<file path="config.mk">
export PLATFORM = sky130hd
export DESIGN_NAME = tlb_second_chance
export DESIGN_NICKNAME = d
export VERILOG_FILES = /design/src/design/tlbsc_pkg.sv /design/src/design/tlbsc_ctrl.sv /design/src/design/tlbsc_dp.sv /design/src/design/tlb_second_chance.sv
export SDC_FILE = /design/constraint.sdc
export NUM_CORES = 1
export LEC_CHECK = 0
export ABC_CLOCK_PERIOD_IN_PS = 9600
export BUFFER_PORTS_ARGS = -buffer_cell sky130_fd_sc_hd__buf_4
export CAP_MARGIN = 15
export CORE_MARGIN = 1
export CORE_UTILIZATION = 50
export DETAILED_ROUTE_END_ITERATION = 7
export GPL_TIMING_DRIVEN = 0
export HOLD_SLACK_MARGIN = 0.03
export PLACE_DENSITY = 0.71
export SLEW_MARGIN = 15
export SYNTH_ARGS = -nofsm -noshare
export SYNTH_HDL_FRONTEND = slang
export SYNTH_SLANG_ARGS = --single-unit
</file>
<file path="constraint.sdc">
create_clock -name clk -period 9.6 [get_ports clk]
set_input_delay 0 -clock clk [delete_from_list [all_inputs] [get_ports clk]]
set_output_delay 0 -clock clk [all_outputs]
set_load 0.02 [all_outputs]
</file>
<file path="src/design/tlbsc_pkg.sv">
// Shared types, codes and defaults for the second-chance TLB.
package tlbsc_pkg;

  // Default geometry
  localparam int DEF_ENTRIES    = 16;
  localparam int DEF_PAGE_BITS  = 20;
  localparam int DEF_FRAME_BITS = 16;

  // Operation codes carried in the mode field
  localparam logic [1:0] MODE_LOOKUP = 2'd0;
  localparam logic [1:0] MODE_ADD    = 2'd1;
  localparam logic [1:0] MODE_UNSET  = 2'd2;

  // Input transaction
  typedef struct packed {
    logic [1:0]  mode;
    logic [19:0] page;
    logic [15:0] frame;
    logic        write_access;
    logic        ref_in;
  } in_item_t;

  // Result transaction
  typedef struct packed {
    logic        hit;
    logic [15:0] frame_out;
    logic [31:0] hit_total;
    logic [31:0] miss_total;
    logic [31:0] change_total;
  } out_item_t;

  // Controller states
  typedef enum logic [1:0] {
    ST_IDLE,
    ST_EXEC,
    ST_SWEEP
  } state_t;

  // Controller to datapath commands
  typedef struct packed {
    logic load_in;     // capture the accepted transaction
    logic exec;        // execute lookup, unset, update or fill
    logic sweep_step;  // clear reference bit under the hand and advance
    logic victim;      // replace the entry under the hand
  } cmd_t;

  // Datapath to controller status
  typedef struct packed {
    logic need_sweep;  // add found neither its page nor a free slot
    logic victim_ok;   // reference bit under the hand is clear
  } sts_t;

endpackage

</file>
<file path="src/design/tlbsc_ctrl.sv">
// Controller state machine and result handshake for the second-chance TLB.
module tlbsc_ctrl (
  input  logic          clk,
  input  logic          rst_n,
  input  logic          in_valid,
  output logic          in_ready,
  output logic          out_valid,
  input  logic          out_ready,
  input  tlbsc_pkg::sts_t sts,
  output tlbsc_pkg::cmd_t cmd
);
  import tlbsc_pkg::*;

  state_t state_r, state_nxt;
  logic   out_valid_r, out_valid_nxt;
  logic   load_result;

  // State and result-valid registers
  always_ff @(posedge clk) begin
    if (!rst_n) begin
      state_r     <= ST_IDLE;
      out_valid_r <= 1'b0;
    end else begin
      state_r     <= state_nxt;
      out_valid_r <= out_valid_nxt;
    end
  end

  // Input is taken in idle once the result register is free or being drained
  assign in_ready  = (state_r == ST_IDLE) && (!out_valid_r || out_ready);
  assign out_valid = out_valid_r;

  // Next state and commands
  always_comb begin
    state_nxt   = state_r;
    cmd         = '0;
    load_result = 1'b0;
    unique case (state_r)
      ST_IDLE: begin
        if (in_valid && in_ready) begin
          cmd.load_in = 1'b1;
          state_nxt   = ST_EXEC;
        end
      end
      ST_EXEC: begin
        if (sts.need_sweep) begin
          state_nxt = ST_SWEEP;
        end else begin
          cmd.exec    = 1'b1;
          load_result = 1'b1;
          state_nxt   = ST_IDLE;
        end
      end
      ST_SWEEP: begin
        if (sts.victim_ok) begin
          cmd.victim  = 1'b1;
          load_result = 1'b1;
          state_nxt   = ST_IDLE;
        end else begin
          cmd.sweep_step = 1'b1;
        end
      end
      default: state_nxt = ST_IDLE;
    endcase
  end

  // Result register is full after a finish, empty once taken
  always_comb begin
    out_valid_nxt = out_valid_r;
    if (out_valid_r && out_ready) out_valid_nxt = 1'b0;
    if (load_result) out_valid_nxt = 1'b1;
  end

endmodule

</file>
<file path="src/design/tlbsc_dp.sv">
// Entry store, parallel match, clock hand, counters and result register.
module tlbsc_dp #(
  parameter int ENTRIES    = tlbsc_pkg::DEF_ENTRIES,
  parameter int PAGE_BITS  = tlbsc_pkg::DEF_PAGE_BITS,
  parameter int FRAME_BITS = tlbsc_pkg::DEF_FRAME_BITS
) (
  input  logic                 clk,
  input  logic                 rst_n,
  input  tlbsc_pkg::in_item_t  in_data,
  input  tlbsc_pkg::cmd_t      cmd,
  output tlbsc_pkg::sts_t      sts,
  output tlbsc_pkg::out_item_t out_data
);
  import tlbsc_pkg::*;

  localparam int HW = $clog2(ENTRIES);
  localparam logic [HW-1:0] LAST = HW'(ENTRIES - 1);

  // Captured transaction
  in_item_t in_r;

  // Entry store
  logic [ENTRIES-1:0]    valid_r;
  logic [ENTRIES-1:0]    ref_r;
  logic [PAGE_BITS-1:0]  page_r  [ENTRIES];
  logic [FRAME_BITS-1:0] frame_r [ENTRIES];
  logic [HW-1:0]         hand_r;

  // Counters
  logic [31:0] hits_r, hits_nxt;
  logic [31:0] misses_r, misses_nxt;
  logic [31:0] changes_r, changes_nxt;

  out_item_t res_r;

  logic [PAGE_BITS-1:0]  pg;
  logic [FRAME_BITS-1:0] fr;
  logic [ENTRIES-1:0]    page_eq;
  logic [ENTRIES-1:0]    match;
  logic [ENTRIES-1:0]    fill_oh;
  logic [FRAME_BITS-1:0] hit_frame;
  logic                  any_match;
  logic                  any_free;
  logic                  seen_free;
  logic                  is_lookup;
  logic                  is_add;
  logic                  hit_now;
  logic [HW-1:0]         hand_inc;

  assign pg = PAGE_BITS'(in_r.page);
  assign fr = FRAME_BITS'(in_r.frame);

  // Parallel compare and first free slot
  always_comb begin
    hit_frame = '0;
    seen_free = 1'b0;
    for (int i = 0; i < ENTRIES; i++) begin
      page_eq[i] = (page_r[i] == pg);
      match[i]   = valid_r[i] && page_eq[i];
      fill_oh[i] = !valid_r[i] && !seen_free;
      seen_free  = seen_free || !valid_r[i];
      if (match[i]) hit_frame = hit_frame | frame_r[i];
    end
  end

  assign any_match = |match;
  assign any_free  = |(~valid_r);
  assign is_lookup = (in_r.mode == MODE_LOOKUP);
  assign is_add    = (in_r.mode == MODE_ADD);
  assign hit_now   = cmd.exec && is_lookup && any_match;
  assign hand_inc  = (hand_r == LAST) ? '0 : hand_r + 1'b1;

  assign sts.need_sweep = is_add && !any_match && !any_free;
  assign sts.victim_ok  = !ref_r[hand_r];

  // Counter updates
  always_comb begin
    hits_nxt    = hits_r + 32'(hit_now);
    misses_nxt  = misses_r + 32'(cmd.exec && is_lookup && !any_match);
    changes_nxt = changes_r + 32'((cmd.exec && is_add) || cmd.victim);
  end

  // Control state: valid bits, hand and counters
  always_ff @(posedge clk) begin
    if (!rst_n) begin
      valid_r   <= '0;
      hand_r    <= '0;
      hits_r    <= '0;
      misses_r  <= '0;
      changes_r <= '0;
    end else begin
      hits_r    <= hits_nxt;
      misses_r  <= misses_nxt;
      changes_r <= changes_nxt;
      if (cmd.exec) begin
        case (in_r.mode)
          MODE_ADD: if (!any_match) valid_r <= valid_r | fill_oh;
          MODE_UNSET: valid_r <= valid_r & ~page_eq;
          default: ;
        endcase
      end
      if (cmd.sweep_step) hand_r <= hand_inc;
    end
  end

  // Payload: captured input, entry contents, reference bits, result
  always_ff @(posedge clk) begin
    if (cmd.load_in) in_r <= in_data;
    if (cmd.exec) begin
      case (in_r.mode)
        MODE_LOOKUP: begin
          for (int i = 0; i < ENTRIES; i++)
            if (match[i]) ref_r[i] <= in_r.write_access;
        end
        MODE_ADD: begin
          for (int i = 0; i < ENTRIES; i++) begin
            if (any_match ? match[i] : fill_oh[i]) begin
              page_r[i]  <= pg;
              frame_r[i] <= fr;
              ref_r[i]   <= in_r.ref_in;
            end
          end
        end
        default: ;
      endcase
    end
    if (cmd.sweep_step) ref_r[hand_r] <= 1'b0;
    if (cmd.victim) begin
      page_r[hand_r]  <= pg;
      frame_r[hand_r] <= fr;
      ref_r[hand_r]   <= in_r.ref_in;
    end
    if (cmd.exec || cmd.victim) begin
      res_r.hit          <= hit_now;
      res_r.frame_out    <= hit_now ? 16'(hit_frame) : 16'd0;
      res_r.hit_total    <= hits_nxt;
      res_r.miss_total   <= misses_nxt;
      res_r.change_total <= changes_nxt;
    end
  end

  assign out_data = res_r;

endmodule

</file>
<file path="src/design/tlb_second_chance.sv">
// Top level of the fully associative TLB with second-chance replacement.
// Each transaction is a lookup, an add or an unset. A lookup, an unset and an add that
// updates its page or fills a free slot raise out_valid after the execute state, and
// the next transaction can be accepted at the edge where that result is taken; only one
// transaction is in flight at a time. An add that finds the table full walks the clock
// hand one entry per cycle, clearing set reference bits, until it finds a clear one and
// replaces that entry. The result register holds one finished result while it waits;
// counters wrap at 32 bits.
module tlb_second_chance #(
  parameter int ENTRIES    = tlbsc_pkg::DEF_ENTRIES,
  parameter int PAGE_BITS  = tlbsc_pkg::DEF_PAGE_BITS,
  parameter int FRAME_BITS = tlbsc_pkg::DEF_FRAME_BITS
) (
  input  logic                 clk,
  input  logic                 rst_n,
  input  logic                 in_valid,
  output logic                 in_ready,
  input  tlbsc_pkg::in_item_t  in_data,
  output logic                 out_valid,
  input  logic                 out_ready,
  output tlbsc_pkg::out_item_t out_data
);
  import tlbsc_pkg::*;

  cmd_t cmd;
  sts_t sts;

  // Sequencer
  tlbsc_ctrl u_ctrl (
    .clk       (clk),
    .rst_n     (rst_n),
    .in_valid  (in_valid),
    .in_ready  (in_ready),
    .out_valid (out_valid),
    .out_ready (out_ready),
    .sts       (sts),
    .cmd       (cmd)
  );

  // Entry store and arithmetic
  tlbsc_dp #(
    .ENTRIES    (ENTRIES),
    .PAGE_BITS  (PAGE_BITS),
    .FRAME_BITS (FRAME_BITS)
  ) u_dp (
    .clk      (clk),
    .rst_n    (rst_n),
    .in_data  (in_data),
    .cmd      (cmd),
    .sts      (sts),
    .out_data (out_data)
  );

  // One transaction in flight: no second acceptance straight after the first
  a_one_in_flight: assert property (@(posedge clk) disable iff (!rst_n)
    (in_valid && in_ready) |=> !in_ready)
    else $error("input accepted while a transaction is in flight");

  // Result register is empty while a transaction is being worked on
  a_out_drained: assert property (@(posedge clk) disable iff (!rst_n)
    (in_valid && in_ready) |=> !out_valid)
    else $error("result still pending after acceptance");

  // A new result only appears after work done with input closed
  a_result_from_work: assert property (@(posedge clk) disable iff (!rst_n)
    $rose(out_valid) |-> !$past(in_ready))
    else $error("result appeared without work cycle");

  // A miss or non-lookup reports frame zero
  a_miss_frame_zero: assert property (@(posedge clk) disable iff (!rst_n)
    (out_valid && !out_data.hit) |-> (out_data.frame_out == 16'd0))
    else $error("frame reported without a hit");

endmodule

</file>
# --- Yosys cells after proc, flatten, opt, wreduce, memory -nomap -nowiden ---
# Memory sizes are Yosys's and may differ from the RTL's.
# Index checks and enable logic that the tools add are counted.
word_totals:
  reg_bits: 288
  latchBits: 0
  ramBits: 576
  rom_bits: 0
  input_bits: 44
  out_inout_bits: 115
  wordCells: 334
  mem_count: 2
memory_table:
  columns: ["memory", "depth", "width", "rd", "rd_clocked_by_memory_dff", "write_ports", "line_no", "source"]
  rows:
  - ["u_dp.page_r", 16, 20, 16, 0, 16, "tlbsc_dp.sv:25", "logic [PAGE_BITS-1:0] page_r [ENTRIES];"]
  - ["u_dp.frame_r", 16, 16, 16, 0, 16, "tlbsc_dp.sv:26", "logic [FRAME_BITS-1:0] frame_r [ENTRIES];"]
classes:
  add_sub_neg: 4
  multipliers: 0
  div_mod_pow: 0
  order_cmp: 2
  n_eq_ne: 24
  shifts: 0
  n_mux: 162
  bitwise: 21
  reduce_logical: 101
op_table:
  columns: ["op", "count"]
  rows:
  - ["$mux W16", 21]
  - ["$eq A20 B20 Y1", 16]
  - ["$or A16 B16 Y16", 16]
  - ["$mux W1", 126]
  - ["$add A32 B1 Y32", 3]
  - ["$pmux W16 S2", 2]
  - ["$not A16 Y16", 3]
  - ["$reduce_or A16 Y1", 3]
  - ["$logic_and A1 B1 Y1", 41]
  - ["$logic_not A1 Y1", 33]
  - ["$and A16 B16 Y16", 2]
  - ["$mux W20", 1]
  - ["$reduce_or A20 Y1", 1]
  - ["$logic_or A1 B1 Y1", 17]
  - ["$bwmux W16", 1]
  - ["$mux W4", 3]
  - ["$mux W2", 4]
  - ["$ne A2 B2 Y1 const B", 3]
  - ["$pmux W2 S3", 1]
  - ["$lt A4 B5 Y1 const B", 1]
  - ["$add A4 B1 Y4 const B", 1]
  - ["$bmux W1 S4", 1]
  - ["$demux W1 S4", 1]
  - ["$eq A2 B1 Y1 const B", 2]
  - ["8 further kinds", 11]

# --- Longest topological paths before layout ---
# Gate-level depths: netlist (run 1).
logic_depth:
  depth_word: 33
  depth_mapped: 23
  depth_no_buf: 17

# --- By module ---
# A second synthesis (run 1) with hierarchy kept.
hier_totals:
  hier_cells: 2335
  hier_area_um2: 35077.4
modules_own_cells:
  columns: ["mod", "instances", "cells_each", "area_each_um2", "seq_area_each_um2"]
  rows:
  - ["tlbsc_dp", 1, 2309, 34850.9, 24533.5]
  - ["tlbsc_ctrl", 1, 26, 226.5, 60.1]

# --- Worst setup path before layout (run 1) ---
# OpenSTA, ideal clock, no wires.
synth_path:
  kind: "register to register"
  startpoint: "register u_dp.in_r (netlist bit u_dp.pg[18])"
  endpoint: "memory u_dp.frame_r[3][0] (netlist name) (enable)"
  setup_time_ns: 0.479
  t_arrival_ns: 4.861
  t_required_ns: 9.121
  setup_slack_ns: 4.260
  path_stages_with_launch: 10
  path_buffers: 2
  synth_period_minus_slack_ns: 5.340
  cell_sequence: "edfxtp_1 > buf_6 > xnor2_1 > nand2_1 > or3b_1 > nor4_4 > and4b_4 > buf_6 > a21o_1 > o21ai_0"
synth_lines:
  columns: ["element", "line_no", "source"]
  rows:
  - ["start: declaration", "tlbsc_dp.sv:20", "in_item_t in_r;"]
  - ["start signal: assignment", "tlbsc_dp.sv:108", "if (cmd.load_in) in_r <= in_data;"]
  - ["end: declaration", "tlbsc_dp.sv:26", null]

# --- Worst setup path in the final report (run 1) ---
layout_path:
  startpoint: "register u_dp.in_r (netlist bit u_dp.pg[12])"
  endpoint: "register u_dp.hits_r[30]"
layout_via:
  elab_chain_len: 11
  word_cells_on_any_way: 41
  cone_classes: "1 x add/sub; 16 x eq/ne; 2 x mux; 22 x reduce/logical"
layout_rtl:
  columns: ["element", "line_no", "source"]
  rows:
  - ["$eq A20 B20 Y1", "tlbsc_dp.sv:58", "page_eq[i] = (page_r[i] == pg);"]
  - ["$logic_and A1 B1 Y1", "tlbsc_dp.sv:59", "match[i] = valid_r[i] && page_eq[i];"]
  - ["$reduce_or A16 Y1 *", "tlbsc_dp.sv:66", "assign any_match = |match;"]
  - ["$logic_not A1 Y1", "tlbsc_dp.sv:73", "assign sts.need_sweep = is_add && !any_match && !any_free;"]
  - ["$logic_and A1 B1 Y1 (2 in series)", "tlbsc_dp.sv:73", null]
  - ["$mux W1", "tlbsc_ctrl.sv:46", "if (sts.need_sweep) begin"]
  - ["$mux W1", "tlbsc_ctrl.sv:38", "unique case (state_r)"]
  - ["$logic_and A1 B1 Y1", "tlbsc_dp.sv:70", "assign hit_now = cmd.exec && is_lookup && any_match;"]
  - ["$logic_and A1 B1 Y1 *", "tlbsc_dp.sv:70", null]
  - ["via u_dp.hit_now", "tlbsc_dp.sv:47", "logic hit_now;"]
  - ["$add A32 B1 Y32 *", "tlbsc_dp.sv:78", "hits_nxt = hits_r + 32'(hit_now);"]
  - ["via u_dp.hits_nxt[30]", "tlbsc_dp.sv:30", "logic [31:0] hits_r, hits_nxt;"]
  - ["end signal: assignment", "tlbsc_dp.sv:92", "hits_r <= hits_nxt;"]
  - ["end: declaration", "tlbsc_dp.sv:30", null]
# Mark *: on every way through the listed nets, which the timed path passes. The rest lies on a longest branch.
# A chain may end at the register's enable or synchronous reset.

==> results by group, run 1 <==
Die
  • Initial core utilization: 50.8%
  • DIE AREA: 71100 um^2
  • Die W: 267 um
  • Die height: 267 um
  • Standard-cell rows: 96
  • Core ar.: 68900 um^2
  • Boundary Pins: 159

STA
  • Final hold vios: 0
  • Worst-Margin Slew: 1180 ps
  • Tmin final: 6880 ps
  • Setup Viol. Count Final: 0
  • Final Max Tran Viols: 0
  • Slew headroom: 21.6%
  • Layout Skew: 33.2 ps
  • RSZ-0062 raised after global routing: false
  • Fin crit share: 71.7%
  • Sum Neg Setup Slack: 0 ps
  • Fmax: 0.145 GHz

Power
  • Clock Power Share: 41.4%
  • Lkg Pwr: 0.0136 uW
  • Sw power: 1730 uW
  • Pwr Density: 190 nW/um^2
  • Cell Int Power: 6080 uW
  • Combinational share of power: 4.8%
  • Power Total: 7810 uW
  • Worst VDD drop: 0.000112 V
  • Sw frac: 22.2%
  • Share of power burned in registers: 53.8%

Clock tree
  • CTS tree: yes
  • Clock root buffer: clkbuf_16
  • Total CTS buffers: 86
  • CTS H-tree depth: 3
  • CTS Buffer Depth: 3
  • Clock slew at reported path FFs: 60 ps
  • Hold buffers post-CTS: 44
  • Quantity of gates resized following cts: 0
  • Num Clock Sinks: 864
  • Setup Buffers After CTS: 0
  • Skew-Pair Late Insertion Delay: 660 ps

Drt
  • Final ANT Viol Nets: 0
  • Number of remaining DRC errors: 0
  • Vias: 21700
  • Drt first pass iters: 8
  • Vias per Instance: 5.91
  • First DRT Iteration DRCs: 2609
  • Final wirelength: 94400 um
  • Routed len/inst: 25.7 um

Logic synthesis
  • Mapped cell area: 35000 um^2
  • Syn_nets: 2420
  • Ys async rst share: 0%
  • EDFF count, synth: 729
  • Register area share after synthesis: 70.3%
  • Top cells by count, synth: edfxtp_1, xnor2_1, dfxtp_1
  • Synthesized flop and latch total: 864
  • Synthesized instance count: 2363
  • Synth Flop Type: edfxtp_1
  • Count leader, synth: edfxtp_1
  • Yosys top cell area share: 62.5%
  • Avg Cell Area, Syn: 14.8 um^2
  • Synth area leader: edfxtp_1
  • Yosys warns: 0
  • Library cells used by synthesis: 80
  • Ranking of synthesized cells by area: edfxtp_1, xnor2_1, dfxtp_1, and2_1, nand4_1

Critical path
  • R2R depth: 23
  • Worst Setup Start Kind: register
  • Critical-path maximum fanout: 17
  • Crit path largest cell delay: 940 ps
  • Data arrival, critical path: 7470 ps
  • Most frequent CP cell: buf_6
  • CP endpoint kind: register
  • Slowest cell on crit path: nor3_1
  • CP Class: reg -> reg
  • Critical-path cell list: buf_4 > buf_6 > xnor2_1 > nand4_1 > nor3_1 > and3_1 > nor3_4 > nand4b_4 > buf_6 > buf_6 > nand3_2 > buf_2 > inv_1 > ha_1 > ha_1 > inv_1 > nor3_1 > and3_1 > clkbuf_1 > nand2_1 > nor2_1 > xnor2_1 > and2_1
  • Req. time, crit path: 10190 ps

Place
  • I/O Buffers: 157
  • Final Wtd Congestion: 0.921
  • Hpwl dp: 61000 um

Cells and area
  • Number of diodes: 0
  • Fillers: 5187
  • Area Overhead vs Synth: 17.6%
  • Final nets: 2734
  • Layout cell share with drive strength beyond 1: 14.6%

Global route
  • Number of global-route vias before repair: 21500
  • Gr usage total: 26.6%
  • First-pass GRT wire length: 137000 um
  • GRT overflow: 0
  • Initial antenna violation count: 1
  • Largest net degree at the start of global routing: 55

Status
  • Status: finished, final reports clean

Run
  • Maxcap violations: 0

Worst hold path
  • Hold Path Class: in -> reg
  • Hold Path Stages: 2
-- metrics by stage --
stage | worst slack (ps) | std cells | area [um^2] | hold WS, ps | utilization [%]
after global placement | -653 | 3451 | 37300 | 178 | 54.2
after floorplan | 4260 | 2363 | 35000 | 98.9 | -
after global routing | 2410 | 3679 | 41200 | 58.0 | 59.7
after CTS | 2740 | 3679 | 41200 | 39.0 | 59.7
after detailed placement | 2790 | 3476 | 38000 | 179 | 55.2
final | 2720 | 3679 | 41200 | 61.8 | 59.7
-- flip-flops by register name, summed over array words and instances, names as in the netlist --
name	count
u_ctrl.state_r	2
u_dp.valid_r	16
u_dp.hits_r	32
u_dp.changes_r	32
u_dp.hand_r	4
u_ctrl.out_valid	1
u_dp.page_r	320
u_dp.in_r	4
u_dp.misses_r	32
u_dp.out_data	113
u_dp.frame_r	256
u_dp.ref_r	16
u_dp.fr	16
u_dp.pg	20
-- final timing paths --
check,slack (ps),to,startpoint
setup / recovery,2720,u_dp.hits_r[30]$_SDFF_PN0_,u_dp.pg[12]$_DFFE_PP_
hold / removal,60,u_dp.pg[1]$_DFFE_PP_,in_data[19]
setup reg to reg,2720,u_dp.hits_r[30]$_SDFF_PN0_,u_dp.pg[12]$_DFFE_PP_
hold reg to reg,510,u_dp.valid_r[3]$_SDFFE_PN0P_,u_dp.valid_r[3]$_SDFFE_PN0P_
-- cell usage in the layout, fill, tap and decap left out, types with 24 or more instances in the layout --
cell,instances
a21oi_1,45
a221oi_1,29
a22oi_1,66
and2_1,115
and3_1,45
buf_4,169
buf_6,28
clkbuf_1,86
clkbuf_16,86
dfxtp_1,135
dlygate4sd3_1,44
edfxtp_1,729
inv_1,24
nand2_1,98
nand3_1,83
nand4_1,102
nor2_1,75
nor3_1,45
o21ai_0,26
xnor2_1,361
xor2_1,47
-- metal layers --
layer	up-vias	track usage, %	part of all wire (%)
met5	-	0	0
met4	0	10.1	3.2
met3	197	4.66	9.0
met2	1172	43.0	48
met1	10900	36.0	40
li1	9502	-	-
-- critical path, delay by kind of cell (launching register included) --
kind | cells | cell delay [ps]
XOR/XNOR | 2 | 360
flip-flops | 1 | 920
AND/OR/NAND/NOR | 11 | 3370
buffers and inverters | 8 | 1700
adder cells (fa/ha/maj) | 2 | 420
-- area by class of cell --
| cell class | count | area (um^2) | area share, % |
|---|---|---|---|
| Clock inverter | 42 | 393 | 0.954 |
| Inverter | 24 | 90.1 | 0.219 |
| Buffer | 115 | 778 | 1.89 |
| Timing Repair Buffer | 226 | 2200 | 5.34 |
| Sequential cell | 864 | 24600 | 59.7 |
| Clock buffer | 117 | 2290 | 5.56 |
| Multi-Input combinational cell | 1360 | 9660 | 23.5 |
| Tap cell | 931 | 1160 | 2.83 |
-- cells by family (layout without fill, tap and decap cells) --
kind of cell | count (synthesis) | in the layout | synth area share (%)
XOR/XNOR | 408 | 408 | 10.2
multiplexers | 9 | 9 | 0.443
AO/OA/AOI/OAI | 270 | 270 | 5.63
AND/OR/NAND/NOR | 660 | 660 | 10.5
buffers and inverters | 139 | 524 | 2.48
adder cells (fa/ha/maj) | 13 | 13 | 0.465
flip-flops | 864 | 864 | 70.3
-- power by group through the flow --
stage / Clock, uW / Sequential [uW] / Combinational (uW)
after detailed placement: 0 / 4280 / 362
after global routing: 3410 / 4200 / 401
after CTS: 3260 / 4200 / 378
after global placement: 0 / 4280 / 346
final: 3230 / 4200 / 377
after floorplan: 0 / 4270 / 193
No activity file was read; power rests on OpenSTA's default activity.
==> run 2: changes to the inputs <==
--- a/config.mk
+++ b/config.mk
@@ -5,7 +5,7 @@
 export SDC_FILE = /design/constraint.sdc
 export NUM_CORES = 1
 export LEC_CHECK = 0
-export ABC_CLOCK_PERIOD_IN_PS = 9600
+export ABC_CLOCK_PERIOD_IN_PS = 5500
 export BUFFER_PORTS_ARGS = -buffer_cell sky130_fd_sc_hd__buf_4
 export CAP_MARGIN = 15
 export CORE_MARGIN = 1
@@ -13,7 +13,7 @@
 export DETAILED_ROUTE_END_ITERATION = 7
 export GPL_TIMING_DRIVEN = 0
 export HOLD_SLACK_MARGIN = 0.03
-export PLACE_DENSITY = 0.71
+export PLACE_DENSITY = 0.74
 export SLEW_MARGIN = 15
 export SYNTH_ARGS = -nofsm -noshare
 export SYNTH_HDL_FRONTEND = slang
==> constraint.sdc (replaced) <==
create_clock -name clk -period 5.5 [get_ports clk]
set_input_delay 0 -clock clk [delete_from_list [all_inputs] [get_ports clk]]
set_output_delay 0 -clock clk [all_outputs]
set_load 0.02 [all_outputs]
==> run 2 against run 1 <==
- total power up 76%
- global-route usage up 0.47 points
- critical path type unchanged
- highest routed layer is now met5
- combinational power up 98%
- clock-buffer cell count down 8
- largest power group unchanged
==> results by group, run 2 (synthesized netlist as in run 1, its figures left out) <==
Clock tree
  • Skew-Pair Late Insertion Delay: 650 ps
  • CTS tree: yes
  • Clock slew at reported path FFs: 60 ps
  • CTS Buffer Depth: 3
  • Num Clock Sinks: 864
  • CTS H-tree depth: 3
  • Total CTS buffers: 87
  • Clock root buffer: clkbuf_16

Die
  • Initial core utilization: 50.8%
  • Boundary Pins: 159
  • Die height: 267 um
  • DIE AREA: 71100 um^2
  • Die W: 267 um
  • Core ar.: 68900 um^2
  • Standard-cell rows: 96

Drt
  • WL met2: 45400 um
  • Vias: 21800
  • Met3 routed WL: 9120 um
  • Wl on met1: 38600 um
  • Drt first pass iters: 6
  • Routed len/inst: 26.1 um
  • Final wirelength: 96500 um
  • Top Metal Used: met5
  • Number of remaining DRC errors: 0
  • Vias per Instance: 5.91
  • Final ANT Viol Nets: 0
  • First DRT Iteration DRCs: 2978

Power
  • Lkg Pwr: 0.0138 uW
  • Share of power burned in registers: 52.9%
  • Worst VDD drop: 0.000268 V
  • Clock Power Share: 41.6%
  • Combinational share of power: 5.4%
  • Power Total: 13700 uW
  • Sw frac: 21.8%
  • Sw power: 2990 uW
  • Cell Int Power: 10700 uW
  • Pwr Density: 331 nW/um^2

Global route
  • Largest net degree at the start of global routing: 52
  • GRT overflow: 0
  • Number of global-route vias before repair: 21200
  • Initial antenna violation count: 1
  • First-pass GRT wire length: 139000 um
  • Gr usage total: 27.1%

STA
  • Sum Neg Setup Slack: 0 ps
  • Tmin final: 5230 ps
  • Fmax: 0.191 GHz
  • RSZ-0062 raised after global routing: false
  • Fin crit share: 95.0%
  • Setup Viol. Count Final: 0
  • Layout Skew: 31.3 ps
  • Final Max Tran Viols: 0
  • Slew headroom: 20.2%
  • Final hold vios: 0
  • Worst-Margin Slew: 1200 ps

Cells and area
  • Number of diodes: 0
  • Most common library cell in the layout ignoring fill and taps: edfxtp_1
  • Fillers: 5248
  • Area Overhead vs Synth: 18.5%
  • Max reg flops: 320
  • Largest Register: u_dp.page_r
  • Most frequent cells in the layout: edfxtp_1, xnor2_1, buf_4, dfxtp_1, and2_1
  • Post-route cell area: 41500 um^2
  • Layout cell share with drive strength beyond 1: 15.5%
  • Seq. cell area: 24600 um^2
  • Multi-input gate area: 9790 um^2
  • Final core occ: 60.2%
  • Final nets: 2752
  • Non-filler cells, final: 3694

Critical path
  • Data arrival, critical path: 5810 ps
  • CP endpoint kind: register
  • R2R depth: 21
  • CP endpoint: u_dp.hits_r[26]$_SDFF_PN0_
  • Reg-to-reg startpoint: u_dp.pg[17]$_DFFE_PP_
  • Critical-path cell list: buf_4 > buf_6 > xor2_1 > nor4_1 > nand3_1 > nor4_4 > nand4b_4 > buf_6 > buf_6 > nand3_4 > buf_4 > inv_1 > ha_1 > ha_1 > inv_1 > nor3_4 > and3_1 > clkbuf_1 > nand3_1 > xnor2_1 > and2_1
  • Crit path largest cell delay: 510 ps
  • CP Class: reg -> reg
  • Critical Path Start: u_dp.pg[17]$_DFFE_PP_
  • Reg2reg end: u_dp.hits_r[26]$_SDFF_PN0_
  • Slowest cell on crit path: edfxtp_1
  • Most frequent CP cell: buf_6
  • R2r setup slk: 270 ps
  • Req. time, crit path: 6080 ps
  • Worst Setup Start Kind: register
  • Critical-path maximum fanout: 10

Worst hold path
  • Hold Path Class: in -> reg

Place
  • Cell Area, Placed: 38000 um^2
  • Hpwl dp: 61300 um
  • Placed insts: 3473
  • I/O Buffers: 157
  • Final Wtd Congestion: 0.978

Status
  • Status: finished, final reports clean

Run
  • Maxcap violations: 0
[run 2: routing by layer]
layer  track usage [%]  up-vias
li1                  -     9542
met1              36.6    10900
met2              43.6     1207
met3              4.84      192
met4              10.6        2
met5                 0        -
[run 2: how the worst min path moves through the flow]
stage | start | slack, ps | end | cells past startpoint
floorplan | in_data[2] | 100 | u_dp.fr[0]$_DFFE_PP_ | 0
global placement | in_data[5] | 180 | u_dp.fr[3]$_DFFE_PP_ | 1
detailed placement | in_data[19] | 180 | u_dp.pg[1]$_DFFE_PP_ | 1
CTS | in_data[12] | 40 | u_dp.fr[10]$_DFFE_PP_ | 2
global route | in_data[6] | 60 | u_dp.fr[4]$_DFFE_PP_ | 2
finish | in_data[26] | 70 | u_dp.pg[8]$_DFFE_PP_ | 2
[run 2: final cells by class]
class | count | share of cell area (%)
Buffer | 115 | 1.88
Clock buffer | 109 | 5.63
Clock inverter | 48 | 1.03
Inverter | 24 | 0.217
Multi-Input combinational cell | 1360 | 23.6
Sequential cell | 864 | 59.3
Tap cell | 931 | 2.81
Timing Repair Buffer | 243 | 5.56
[run 2: power groups by stage]
stage	combinational (uW)	clock, uW	sequential, uW
floorplan	336	0	7450
detailed placement	634	0	7470
CTS	745	5790	7270
finish	748	5720	7270
global placement	610	0	7470
global route	787	6040	7270
[run 2: timing repair]
action	4_1_cts	5_1_grt
endpoints found under the setup margin	197	16
buffers inserted	21	0
pin swaps	0	1
hold buffers	43	0
resized for setup	14	9
hold endpoints to repair	49	0
[run 2: worst max-delay path, delay by kind of cell, from the launching register on]
family | cells | cell delay, ps
adders and majority gates | 2 | 450
and+or+nand+nor | 9 | 2170
buffers and inverters | 8 | 1560
DFF | 1 | 510
xor gates and xnor gates | 2 | 460
[run 2: stage by stage]
step | setup slack [ps] | hold WS [ps]
after floorplan | 160 | 98.9
after CTS | 13.4 | 38.2
after global routing | 19.4 | 60.5
after global placement | -5340 | 178
after detailed placement | -1240 | 179
final | 275 | 70.4
